## src/rtl/hpq_ram.sv

```systemverilog
// Generic simple RAM: one write port and two read ports with registered read data.
// No dependencies.
module hpq_ram #(
    parameter  int WIDTH = 64,
    parameter  int DEPTH = 64,
    localparam int AW    = (DEPTH > 1) ? $clog2(DEPTH) : 1
) (
    input  logic             i_clk,
    input  logic             i_we,
    input  logic [AW-1:0]    i_waddr,
    input  logic [WIDTH-1:0] i_wdata,
    input  logic [AW-1:0]    i_raddr_a,
    output logic [WIDTH-1:0] o_rdata_a,
    input  logic [AW-1:0]    i_raddr_b,
    output logic [WIDTH-1:0] o_rdata_b
);

    logic [WIDTH-1:0] r_mem [DEPTH];
    logic [WIDTH-1:0] r_rdata_a;
    logic [WIDTH-1:0] r_rdata_b;

    always_ff @(posedge i_clk) begin
        if (i_we) begin
            r_mem[i_waddr] <= i_wdata;
        end
        r_rdata_a <= r_mem[i_raddr_a];
        r_rdata_b <= r_mem[i_raddr_b];
    end

    assign o_rdata_a = r_rdata_a;
    assign o_rdata_b = r_rdata_b;

endmodule

```

## config.mk

```make
export PLATFORM = sky130hd
export DESIGN_NAME = hpq_ram
export DESIGN_NICKNAME = d
export VERILOG_FILES = /design/src/rtl/hpq_ram.sv
export SDC_FILE = /design/constraint.sdc
export NUM_CORES = 2
export LEC_CHECK = 0
export ABC_AREA = 0
export BUFFER_PORTS_ARGS = -buffer_cell sky130_fd_sc_hd__buf_2
export CAP_MARGIN = 40
export CELL_PAD_IN_SITES_DETAIL_PLACEMENT = 1
export CELL_PAD_IN_SITES_GLOBAL_PLACEMENT = 1
export CORE_MARGIN = 2
export CORE_UTILIZATION = 60
export CTS_CLUSTER_DIAMETER = 80
export DETAILED_ROUTE_END_ITERATION = 6
export HOLD_SLACK_MARGIN = 0.15
export PLACE_DENSITY_LB_ADDON = 0.1
export REMOVE_ABC_BUFFERS = 1
export SETUP_SLACK_MARGIN = 0.3
export SLEW_MARGIN = 25
export SYNTH_ARGS = -nofsm -noshare
export SYNTH_HDL_FRONTEND = slang
export SYNTH_SLANG_ARGS = --single-unit
```

## constraint.sdc

```tcl
create_clock -name i_clk -period 10.3 [get_ports i_clk]
set_clock_uncertainty 0.1 [all_clocks]
set_input_delay 2.06 -clock i_clk [delete_from_list [all_inputs] [get_ports i_clk]]
set_output_delay 2.06 -clock i_clk [all_outputs]
set_load 0.01 [all_outputs]
```

After elaboration in Yosys (flattened, before gate mapping)
Memories as Yosys holds them, arrays and structs flattened. A register that Yosys moved wholly into a read port is not among the register bits.
Index checks and enable logic that the tools add are counted.
Operators by class
  multiplexer cells: 2
Operators by type and width (number)
  $mux W1: 2
Storage, ports and cells
  flip-flop bits (word level): 0
  RAM bits: 4096
  input bits: 84
  output and inout bits: 128
  word-level logic and storage cells: 3
  memories kept: 1
Memories
  r_mem: depth 64, bits a word 64, read ports 2, clocked after Yosys merged registers in 2, wr ports 1, line 18  | logic [WIDTH-1:0] r_mem [DEPTH];

Logic depth before layout (Yosys ltp)
  word-level depth: 2
  gate-level depth with buffers: 9
  depth with buffers taken out: 5

Worst setup path before layout
Ideal clock, no wire load.
  kind: input to register
  from: in i_waddr[3]
  to: mem r_mem[48][0], enable pin
  arrival: 6.906 ns
  data required time: 9.636 ns
  slack: 2.730 ns
  stages on the path: 4
  cell sequence: clkbuf_1 -> nor2b_1 -> nand4b_1 -> nor3_1
RTL lines
  from (decl): line 10  | input logic [AW-1:0] i_waddr,
  to (decl): line 18
No word-level cell before the write port.

==> run_results.csv <==
group,metric,value,unit
synthesis,synth_top_area_cell,"edfxtp_1",
synthesis,synth_common_cells,"edfxtp_1, mux4_2, o22ai_1, clkbuf_1, buf_2",
cts,post-cts-setup-buffers,0,
route,wl,663000,um
route,met2_wirelength,305000,um
pwr,power_density,182,nW/um2
setup_path,crit_top_cell,"buf_4",
synthesis,ys_types,42,
global_routing,grt_max_degree,134,
finish,synthToLayoutAreaGrowth,12.6,%
cts,cts_max_path_buffers,4,
sta,fin_crit,5.18,ns
global_routing,grt_usage,42.2,%
synthesis,synthCells,8841,
sta,slew_viol_final,0,
setup_path,worst_setup_path_start_kind,"input pin",
sta,worstMarginPinSlew,1.13,ns
finish,layout-drive-gt1-share,36.1,%
synthesis,async_flop_share,0,%
cts,cts_buffers,433,
sta,rsz0062_at_grt,"false",
synthesis,synth.ff_latch_count,4224,
job,drv_cap,0,
route,antenna_left,0,
setup_path,path_buf_inv,3,
route,dr.pass1.iters,7,
floorplanning,dieArea,318000,um2
floorplanning,top_level_ports,212,
synthesis,yosys_most_used_dff,"edfxtp_1",
sta,max_freq,193,MHz
place,hpwl,382000,um
sta,hold_violations,0,
synthesis,seq_area_frac_synth,66.9,%
cts,clk_latency,1.00,ns
global_routing,grt_pass1_wl,922000,um
synthesis,yosys.area_share.simple,1.08,%
cts,htreeDepth,5,
floorplanning,start_util,60.3,%
cts,cts_resized,0,
synthesis,synth.mux.area_fraction,25.2,%
route,drc,1,
setup_path,crit_required,11.12,ns
synthesis,synth_fa_ha_area_share,0,%
sta,max-slew-margin-rel,24.9,%
cts,cts_root_buf,"clkbuf_16",
synthesis,syn_area,188000,um2
setup_path,cp_slowest_cell,"nor4_1",
floorplanning,row_count,205,
cts,postCtsHoldBufs,0,
synthesis,synth_compound_area_share,4.80,%
synthesis,avgSynthCellArea,21.2,um2
route,post_drt_wl_per_cell,48.3,um
cts,cts_tree,"yes",
synthesis,synth_edf_count,4096,
floorplanning,fp.dieH,563,um
synthesis,synth_top_family_by_area,"multiplexers",
cts,cts_sinks,4224,
outcome,status,"complete, but fails checks",
sta,finalCritPeriodShare,50.3,%
global_routing,overflow,0,
min_path,hold_path.class,"reg -> reg",
route,viasPerCell,8.29,
setup_path,cp_max_fo,65,
route,vias,114000,
setup_path,worst-setup-path-type,"in -> reg",
pwr,vdd.ir_drop.worst,215,uV
setup_path,cp.arrival,6.00,ns
route,drt_iter0_drc,21400,
sta,fin_setup_tns,0,ns
route,highest_layer,"met5",
pwr,finalPower,38500,uW
route,wl_met3,93900,um
sta,finalSetupViolations,0,
floorplanning,fp.dieW,563,um
pwr,leakagePower,0.0659,uW
setup_path,cpLargestDelayFamily,"simple AND/OR/NAND/NOR gates",
synthesis,yosys.area.top_type_share,65.5,%
synthesis,synth_most_common_cell,"edfxtp_1",
floorplanning,core_region_area,312000,um2
synthesis,synth_xor_area_share,0,%
setup_path,worst_setup_path_end_kind,"flop",
synthesis,yosys_warnings,0,
outcome,violations,"DRC",
finish,fin_nets,9259,
place,io_buffers,211,
synthesis,synthTopCellsByArea,"edfxtp_1, mux4_2, o22ai_1, dfxtp_1, mux2i_1",
route,met1_length,220000,um
setup_path,cp_cell_sequence,"buf_8, nor2b_1, buf_4, nand2_4, buf_4, o22ai_1, nor4_1, o22a_1",
cts,clk_pin_slew,0.06,ns
global_routing,grt_antenna_before_repair,44,
setup_path,slowest_delay,0.74,ns
place,place.gp.congestion,0.837,
global_routing,first_global_vias,116000,
## worst register-to-register path, cell delays in order (launching register included)
cell and delay (ns):
edfxtp_1 0.41, mux4_2 0.48, a22o_1 0.27, a221oi_1 0.60, a221oi_1 0.25
## sequential cells by signal, summed over array words and instances (netlist names)
name       count
r_mem       4096
o_rdata_a     64
o_rdata_b     64
## worst paths after layout
path	to	start	cells past startpoint	slack [ns]
setup / recovery	o_rdata_b[59]$_DFF_P_	i_raddr_b[2]	8	5.12
hold reg to reg	o_rdata_a[58]$_DFF_P_	r_mem[30][58]$_DFFE_PP_	3	0.80
hold / removal	o_rdata_a[58]$_DFF_P_	r_mem[30][58]$_DFFE_PP_	3	0.80
setup reg to reg	o_rdata_a[7]$_DFF_P_	r_mem[25][7]$_DFFE_PP_	4	7.99
## metal layers
layer / vias to the layer above / track usage [%]
li1: 40300 / -
met1: 60300 / 56.9
met2: 10800 / 62.7
met3: 2137 / 11.6
met4: 30 / 24.5
met5: - / 0
## layout make-up
cell class	instances	area (um2)
Inverter	1	6.26
Timing Repair Buffer	641	7070
Multi-Input combinational cell	3874	59100
Fill cell	23800	100000
Antenna cell	23	57.6
Clock buffer	579	12000
Clock inverter	229	2520
Sequential cell	4224	126000
Tap cell	4140	5180
## layout by cell type, fill, tap and decap left out, types with 37 or more instances in the layout
| cell type | instances |
|---|---|
| dfxtp_1 | 128 |
| a22oi_1 | 37 |
| o22ai_1 | 533 |
| o221ai_1 | 73 |
| clkinv_1 | 69 |
| mux4_2 | 2016 |
| nor4_1 | 54 |
| nor3_1 | 61 |
| buf_12 | 128 |
| a21oi_1 | 128 |
| clkbuf_8 | 46 |
| a221oi_1 | 134 |
| o22a_1 | 51 |
| clkinv_2 | 72 |
| mux2i_1 | 177 |
| bufinv_16 | 51 |
| buf_4 | 249 |
| clkbuf_16 | 440 |
| a22o_1 | 136 |
| a211oi_1 | 79 |
| edfxtp_1 | 4096 |
| nor2_1 | 98 |
| nor2_4 | 64 |
| buf_16 | 51 |
| clkbuf_1 | 93 |
| buf_2 | 191 |
## power by group
| part | internal, uW | leakage (uW) | total [uW] | switching [uW] |
|---|---|---|---|---|
| Clock | 9430 | 0.00710 | 16300 | 6840 |
| Sequential | 19000 | 0.0379 | 19200 | 136 |
| Combinational | 1200 | 0.0209 | 3060 | 1860 |
| Total | 29700 | 0.0659 | 38500 | 8840 |
## stage by stage
| step | hold slack (ns) | area [um2] | cells | util (%) | setup WS, ns |
|---|---|---|---|---|---|
| floorplan | 0.676 | 184000 | 8099 | - | 2.88 |
| global placement | 0.767 | 194000 | 12700 | 62.1 | 3.88 |
| detailed placement | 0.782 | 196000 | 12900 | 63.0 | 4.29 |
| CTS | 0.798 | 211000 | 13700 | 67.7 | 5.31 |
| global route | 0.845 | 211000 | 13700 | 67.9 | 5.17 |
| finish | 0.803 | 212000 | 13700 | 67.9 | 5.12 |
## kinds of logic after synthesis
logic type	after synthesis
compound gates	1247
buf+inv	743
flops	4224
mux	2209
simple gates	418
(Power assumes the default switching activity.)
