## src/rtl/hpq_pkg.sv

```systemverilog
// Shared types and constants of the binary heap priority queue.
// Holds the field widths, status codes, microcode word layout and step codes.
// No dependencies.
package hpq_pkg;

    localparam int HPQ_CAPACITY = 64;
    localparam int VAL_W        = 32;
    localparam int PRI_W        = 32;
    localparam int ENTRY_W      = VAL_W + PRI_W;
    localparam int S_DW         = 64;
    localparam int STAT_W       = 2;

    localparam logic signed [VAL_W-1:0] VALUE_NONE = -32'sd1;

    typedef enum logic [1:0] {
        STAT_OK    = 2'd0,
        STAT_EMPTY = 2'd1,
        STAT_FULL  = 2'd2
    } t_status;

    typedef enum logic {
        MODE_INSERT  = 1'b0,
        MODE_EXTRACT = 1'b1
    } t_mode;

    // Program steps; the response step sits at address zero so that it falls into wait.
    typedef enum logic [3:0] {
        ST_RESP,
        ST_WAIT,
        ST_SORT,
        ST_KIND,
        ST_INS_RD,
        ST_INS_CMP,
        ST_INS_PUT,
        ST_EXT_RD,
        ST_EXT_LOAD,
        ST_DN_RD,
        ST_DN_CMP,
        ST_DN_PUT
    } t_step;

    typedef enum logic [1:0] {
        RD_PARENT,
        RD_ROOT_LAST,
        RD_CHILDREN
    } t_rd_sel;

    typedef enum logic [1:0] {
        WR_NONE,
        WR_PARENT,
        WR_BEST,
        WR_CUR
    } t_wr_sel;

    typedef enum logic [1:0] {
        POS_HOLD,
        POS_ROOT,
        POS_PARENT,
        POS_BEST
    } t_pos_sel;

    typedef enum logic [1:0] {
        CNT_HOLD,
        CNT_INC,
        CNT_DEC
    } t_cnt_op;

    typedef enum logic [3:0] {
        C_NEXT,
        C_ALWAYS,
        C_NO_REQ,
        C_REJECT,
        C_EXTRACT,
        C_POS_ZERO,
        C_CUR_GT_PAR,
        C_CHILD_WIN,
        C_OUT_BUSY
    } t_cond;

    // Datapath controls of one step
    typedef struct packed {
        logic     in_ready;
        t_rd_sel  rd_sel;
        t_wr_sel  wr_sel;
        t_pos_sel pos_sel;
        t_cnt_op  cnt_op;
        logic     load_ext;
        logic     out_load;
    } t_uctrl;

    // Full control word as held in the program table
    typedef struct packed {
        t_uctrl ctl;
        t_cond  cond;
        logic   ex_on_take;
        t_step  target;
    } t_uword;

    // Branch conditions reported by the datapath
    typedef struct packed {
        logic no_req;
        logic reject;
        logic extract;
        logic pos_zero;
        logic cur_gt_par;
        logic child_win;
        logic out_busy;
    } t_flags;

endpackage

```

## src/rtl/hpq_seq.sv

```systemverilog
// Microcode sequencer of the heap queue: program table, step counter and branch unit.
// Depends on hpq_pkg for the control word, step codes and condition flags.
module hpq_seq import hpq_pkg::*; (
    input  logic   i_clk,
    input  logic   i_rst_n,
    input  t_flags i_flags,
    output t_uctrl o_ctrl
);

    t_step  r_step;
    t_step  n_step;
    t_uword w_word;
    logic   w_take;

    function automatic t_uword uc_rom(input t_step step);
        t_uword w;
        w.ctl = '{in_ready: 1'b0, rd_sel: RD_PARENT, wr_sel: WR_NONE, pos_sel: POS_HOLD,
                  cnt_op: CNT_HOLD, load_ext: 1'b0, out_load: 1'b0};
        w.cond       = C_NEXT;
        w.ex_on_take = 1'b0;
        w.target     = ST_WAIT;
        unique case (step)
            ST_RESP: begin
                w.ctl.out_load = 1'b1;
                w.cond         = C_OUT_BUSY;
                w.target       = ST_RESP;
            end
            ST_WAIT: begin
                w.ctl.in_ready = 1'b1;
                w.cond         = C_NO_REQ;
                w.target       = ST_WAIT;
            end
            ST_SORT: begin
                w.cond   = C_REJECT;
                w.target = ST_RESP;
            end
            ST_KIND: begin
                w.cond   = C_EXTRACT;
                w.target = ST_EXT_RD;
            end
            ST_INS_RD: begin
                w.ctl.rd_sel = RD_PARENT;
                w.cond       = C_POS_ZERO;
                w.target     = ST_INS_PUT;
            end
            ST_INS_CMP: begin
                // move the parent down into the hole and climb, only when the new entry wins
                w.ctl.wr_sel  = WR_PARENT;
                w.ctl.pos_sel = POS_PARENT;
                w.cond        = C_CUR_GT_PAR;
                w.ex_on_take  = 1'b1;
                w.target      = ST_INS_RD;
            end
            ST_INS_PUT: begin
                w.ctl.wr_sel = WR_CUR;
                w.ctl.cnt_op = CNT_INC;
                w.cond       = C_ALWAYS;
                w.target     = ST_RESP;
            end
            ST_EXT_RD: begin
                w.ctl.rd_sel  = RD_ROOT_LAST;
                w.ctl.cnt_op  = CNT_DEC;
                w.ctl.pos_sel = POS_ROOT;
            end
            ST_EXT_LOAD: begin
                w.ctl.load_ext = 1'b1;
            end
            ST_DN_RD: begin
                w.ctl.rd_sel = RD_CHILDREN;
            end
            ST_DN_CMP: begin
                w.ctl.wr_sel  = WR_BEST;
                w.ctl.pos_sel = POS_BEST;
                w.cond        = C_CHILD_WIN;
                w.ex_on_take  = 1'b1;
                w.target      = ST_DN_RD;
            end
            ST_DN_PUT: begin
                w.ctl.wr_sel = WR_CUR;
                w.cond       = C_ALWAYS;
                w.target     = ST_RESP;
            end
            default: begin
                w.cond   = C_ALWAYS;
                w.target = ST_WAIT;
            end
        endcase
        return w;
    endfunction

    always_ff @(posedge i_clk) begin
        if (!i_rst_n) begin
            r_step <= ST_WAIT;
        end else begin
            r_step <= n_step;
        end
    end

    always_comb begin
        w_word = uc_rom(r_step);
        unique case (w_word.cond)
            C_NEXT:       w_take = 1'b0;
            C_ALWAYS:     w_take = 1'b1;
            C_NO_REQ:     w_take = i_flags.no_req;
            C_REJECT:     w_take = i_flags.reject;
            C_EXTRACT:    w_take = i_flags.extract;
            C_POS_ZERO:   w_take = i_flags.pos_zero;
            C_CUR_GT_PAR: w_take = i_flags.cur_gt_par;
            C_CHILD_WIN:  w_take = i_flags.child_win;
            C_OUT_BUSY:   w_take = i_flags.out_busy;
            default:      w_take = 1'b0;
        endcase
        n_step = w_take ? w_word.target : t_step'(r_step + 1'b1);
        o_ctrl = w_word.ctl;
        // drop the step's moves when its branch falls through
        if (w_word.ex_on_take && !w_take) begin
            o_ctrl.wr_sel  = WR_NONE;
            o_ctrl.pos_sel = POS_HOLD;
        end
    end

endmodule

```

## config.mk

```make
export PLATFORM = sky130hd
export DESIGN_NAME = hpq_seq
export DESIGN_NICKNAME = d
export VERILOG_FILES = /design/src/rtl/hpq_pkg.sv /design/src/rtl/hpq_seq.sv
export SDC_FILE = /design/constraint.sdc
export NUM_CORES = 1
export LEC_CHECK = 0
export BUFFER_PORTS_ARGS = -buffer_cell sky130_fd_sc_hd__clkbuf_2
export CORE_MARGIN = 5
export CORE_UTILIZATION = 45
export DETAILED_ROUTE_END_ITERATION = 12
export GPL_TIMING_DRIVEN = 0
export PLACE_DENSITY = 0.77
export REMOVE_ABC_BUFFERS = 1
export SETUP_SLACK_MARGIN = 0.15
export SYNTH_ARGS = -nofsm -noshare
export SYNTH_HDL_FRONTEND = slang
export SYNTH_SLANG_ARGS = --single-unit
```

## constraint.sdc

```tcl
create_clock -name i_clk -period 5.3 [get_ports i_clk]
set_input_delay 0.53 -clock i_clk [delete_from_list [all_inputs] [get_ports i_clk]]
set_output_delay 0.53 -clock i_clk [all_outputs]
set_load 0.03 [all_outputs]
```

; Yosys cells after proc, flatten, opt, wreduce, memory -nomap -nowiden
; Cells that the tools add are included.
[classes]
n_addsub = 1
n_eq_ne = 19
mux = 13
reduce_logical = 7
[op_table]
columns = cell, n
row1 = "== test 4 x 3 -> 1 bit, second input constant", 8
row2 = one-hot mux 4 bit (8 select lines), 1
row3 = "== test 4 bit, second input constant", 5
row4 = one-hot mux 4 bit (5 select lines), 1
row5 = "== test 4 x 2 -> 1 bit, second input constant", 4
row6 = one-hot mux 2 bit (3 select lines), 2
row7 = "== test 4 x 1 -> 1 bit, second input constant", 2
row8 = 2-to-1 mux 4 bit, 2
row9 = one-hot mux 1 bit (8 select lines), 1
row10 = one-hot mux 2 bit (2 select lines), 2
row11 = "adder 4 x 1 -> 4 bit, second input constant", 1
row12 = logical NOT 4 bit, 1
row13 = 2-to-1 mux 1 bit, 4
row14 = OR reduction 2 bit, 2
row15 = OR reduction 4 bit, 1
row16 = OR reduction 3 bit, 1
row17 = logical AND 1 bit, 1
row18 = logical NOT 1 bit, 1
[word_totals]
register_bits = 4
input_bits = 9
output_inout_bits = 11

; Logic depth before layout (Yosys ltp)
[depth]
word_depth = 8
ltp_mapped = 9
depth_no_buf = 8

; Worst setup path after synthesis
; OpenSTA, ideal clock, no wires.
[synth_path]
path_kind = register to output
start = register r_step[0]
end = output port o_ctrl[4] in the netlist's numbering
arrival_time_ns = 2.132
setup_slack_ns = 2.638
stages_incl_launch_ff = 10
n_path_buf = 1
cell_sequence = dfxtp_1 -> inv_1 -> ha_1 -> buf_6 -> nor3_1 -> or2_1 -> nand3_1 -> a41o_1 -> nor2_1 -> a2bb2oi_1
[synth_lines]
columns = element, line_no
row1 = start: declaration, hpq_seq.sv:10  ; t_step r_step;
row2 = start signal: assignment, hpq_seq.sv:95  ; r_step <= n_step;
row3 = end: declaration, hpq_seq.sv:7  ; output t_uctrl o_ctrl

==> results.md <==
- Run status: completed
- Vias per std cell: roughly 6
- Worst-Margin Slew: 675.2 ps
- Gpl congestion: 0.8186
- Number of synthesized flops with an enable pin: 0
- Post-cts resize count: 0
- R2R depth: 8
- Critical Path Source Type: register
- Residual DRC: 0
- R2R Path End: r_step[2]
- Min Tclk post-route: ~3200 ps
- Hold Path Stages: 3
- CTS clk-pin slew, worst paths: roughly 40 ps
- R2R Setup Slk: about 2900 ps
- Post-layout util: 0.5238
- Hold Startpoint: i_rst_n
- DRT iter0 DRCs: 7
- Post-CTS Setup Inserts: 0
- RSZ-0062 raised after global routing: false
- Max cap viols: 0
- CP max-delay cell: ha_1
- First-pass GRT wire length: about 3000 um
- Levels on crit path: 9
- Dpl hpwl: 1329 um
- Pre-antenna DRT Iters: 4
- Vias in the first global route: around 710
- Number of fill cells: roughly 150
- Clock power share: 0.079
- Starting Density: 0.4811
- Die H: between 50 and 60 um
- Clock sink total: 4
- Seq/Total Area, Yosys: 0.1092
- Hold buffer count at cts: 0
- CP cell instances: inv_1 > ha_1 > mux2i_1 > o211a_1 > o21a_1 > o311ai_4 > nand3_1 > a31o_2 > clkbuf_2
- Clock skew: approximately 2.3 ps
- Mapped Cells: 94
- Unique masters post-synth: 43
- Largest registers: r_step (4)
- Synth Cell Area: approximately 730 um^2
- Data arrival, critical path: about 2700 ps
- Root buf cell: clkbuf_4
- Worst skew pair latency: ~230 ps
- Total setup violations reported at the end of the flow: 0
- Largest net degree at the start of global routing: 19
- Biggest register: r_step
- Net Sw Power: 253.1 uW
- Total number of yosys warnings: 0
- Power Density: between 500 and 600 nW/um^2
- Port Buf Inserts: 19
- CTS tree: done
- Share of cells above drive strength 1: 0.2818
- Initial antenna violation count: 0
- Core Footprint: roughly 1500 um^2
- Gr ovfl total: 0
- Critical path class: reg2out
- Total GRT Usage: 0.1400
- Sw Ratio: 0.5529
- Reg2Reg Launch Point: r_step[0]
- Setup TNS Final: 0 ps
- Crit path max fanout: 13
- Worst Setup End Kind: output pin
- DRT Wirelength: roughly 1800 um
- Buffer and inverter count on the worst path: 2
- Hold Path Sink: r_step[2]
- Die width: just over 50 um
- Row cnt: 14
- H-tree level count: 1
- WL/cell: between 10 and 15 um
- Part of the cycle the worst path needs: 0.6098
- CP top delay family: compound AO/OA/AOI/OAI gates
- Sequential share of power: 0.142
- Hold WC Path Type: in2reg
- Antenna violation net count after detailed routing: 0
- # IOs: 20
- Clock Path Buffers: 2
- Slew Viols, Final: 0
- Seq cells post-synth: 4
- Async SR Flop Fraction: 0
- Inserted Clock Buffers: 3
- Placed cells: 123
- Critical Path Max Stage Delay: around 480 ps
- Layout Cells excl Fill: around 130
- Synth Area per Inst: a little under 8 um^2
- Area grow syn2layout: 8.874%
- Power after layout: 457.8 uW
- Slew headroom: 0.5493
- Number of flip-flops in the largest register: 4
- Combinational share of power: 0.779
- Commonest non-fill, non-tap cell in the layout: clkbuf_2
- Predominant post-synthesis flop cell: dfxtp_1
- Max Freq: around 310 MHz
- Min Hold Slack: about 560 ps
- Worst VDD drop: 0.2964 mV
- Nets@finish: approximately 130
- Fin. Hold Viols: 0
- Vias: ~760
- Die ar.: between 2000 and 3000 um^2
- P_leak: just under 0.4 nW
- Commonest non-fill, non-tap cells in the layout: 19 x clkbuf_2, 9 x nor2_1
- Int Pwr: approximately 200 uW
- Total inserted antenna cells: 0
- WP data required: 4770 ps
worst min-delay path: stages:
cell	delay [ps]
clkbuf_2	90
o21ai_0	70
a311oi_1	50
through the flow:
stage,cell area (um^2),setup slack (ps)
after floorplan,660.6,2589
after global placement,775.7,2389
after detailed placement,775.7,2334
after CTS,798.3,2086
after global routing,798.3,1919
final,798.3,2068
cells by family after synthesis:
kind of cell / share of synthesized area
fa+ha+maj: 0.06826
buf+inv: 0.1246
compound gates: 0.3669
mux: 0.02730
simple gates: 0.3037
flops: 0.1092
cell type report:
type | instances | area (um^2) | area share
multi-input combinational | 79 | 561.8 | 0.7038
clock buffer | 3 | 22.52 | 0.02821
sequential | 4 | 80.08 | 0.1003
timing repair buffer | 19 | 95.09 | 0.1191
inverter | 5 | 18.77 | 0.02351
tap | 16 | 20.02 | 0.02508
worst max path at each step:
stage / from / to / slack [ps]
finish: r_step[0] / o_ctrl[6] / 2070
global route: r_step[0] / o_ctrl[6] / 1920
CTS: r_step[0] / o_ctrl[6] / 2090
detailed placement: r_step[0] / o_ctrl[6] / 2330
global placement: r_step[0] / o_ctrl[6] / 2390
floorplan: r_step[0] / o_ctrl[4] / 2590
synth_stat cells, types with 2 or more instances:
master    number  area [um^2]
nand3_1        5        25.02
dfxtp_1        4        80.08
nand2b_1       3        18.77
and2_1         5        31.28
ha_1           4        50.05
a311oi_1       2        17.52
nor2b_1        3        18.77
buf_6          4        45.04
a21boi_0       2        15.01
mux2i_1        2        20.02
o21ai_1        2        10.01
o21a_1         2        15.01
o21ai_0        5        25.02
nor2_1         9        33.78
nor3_1         3        15.01
a21oi_1        4        20.02
clkbuf_8       2        27.53
nand2_1        4        15.01
inv_1          5        18.77
layer usage:
metal  global-route usage  part of all wire  wire, um  up-vias
met4              0.02553                 0         0        0
met2               0.2573              0.50       875       26
met3              0.02663             0.067       119        0
li1                     -                 -         -      377
met5                    0                 0         0        -
met1               0.1681              0.44       768      352
power groups by stage:
stage | registers, mW | clock network (mW) | logic, mW
floorplan | 0.0591 | 0 | 0.286
global placement | 0.0644 | 0 | 0.349
detailed placement | 0.0657 | 0 | 0.355
CTS | 0.0648 | 0.0378 | 0.356
global route | 0.0684 | 0.0405 | 0.394
finish | 0.0651 | 0.0360 | 0.357
Power figures use the tool's default switching activity.
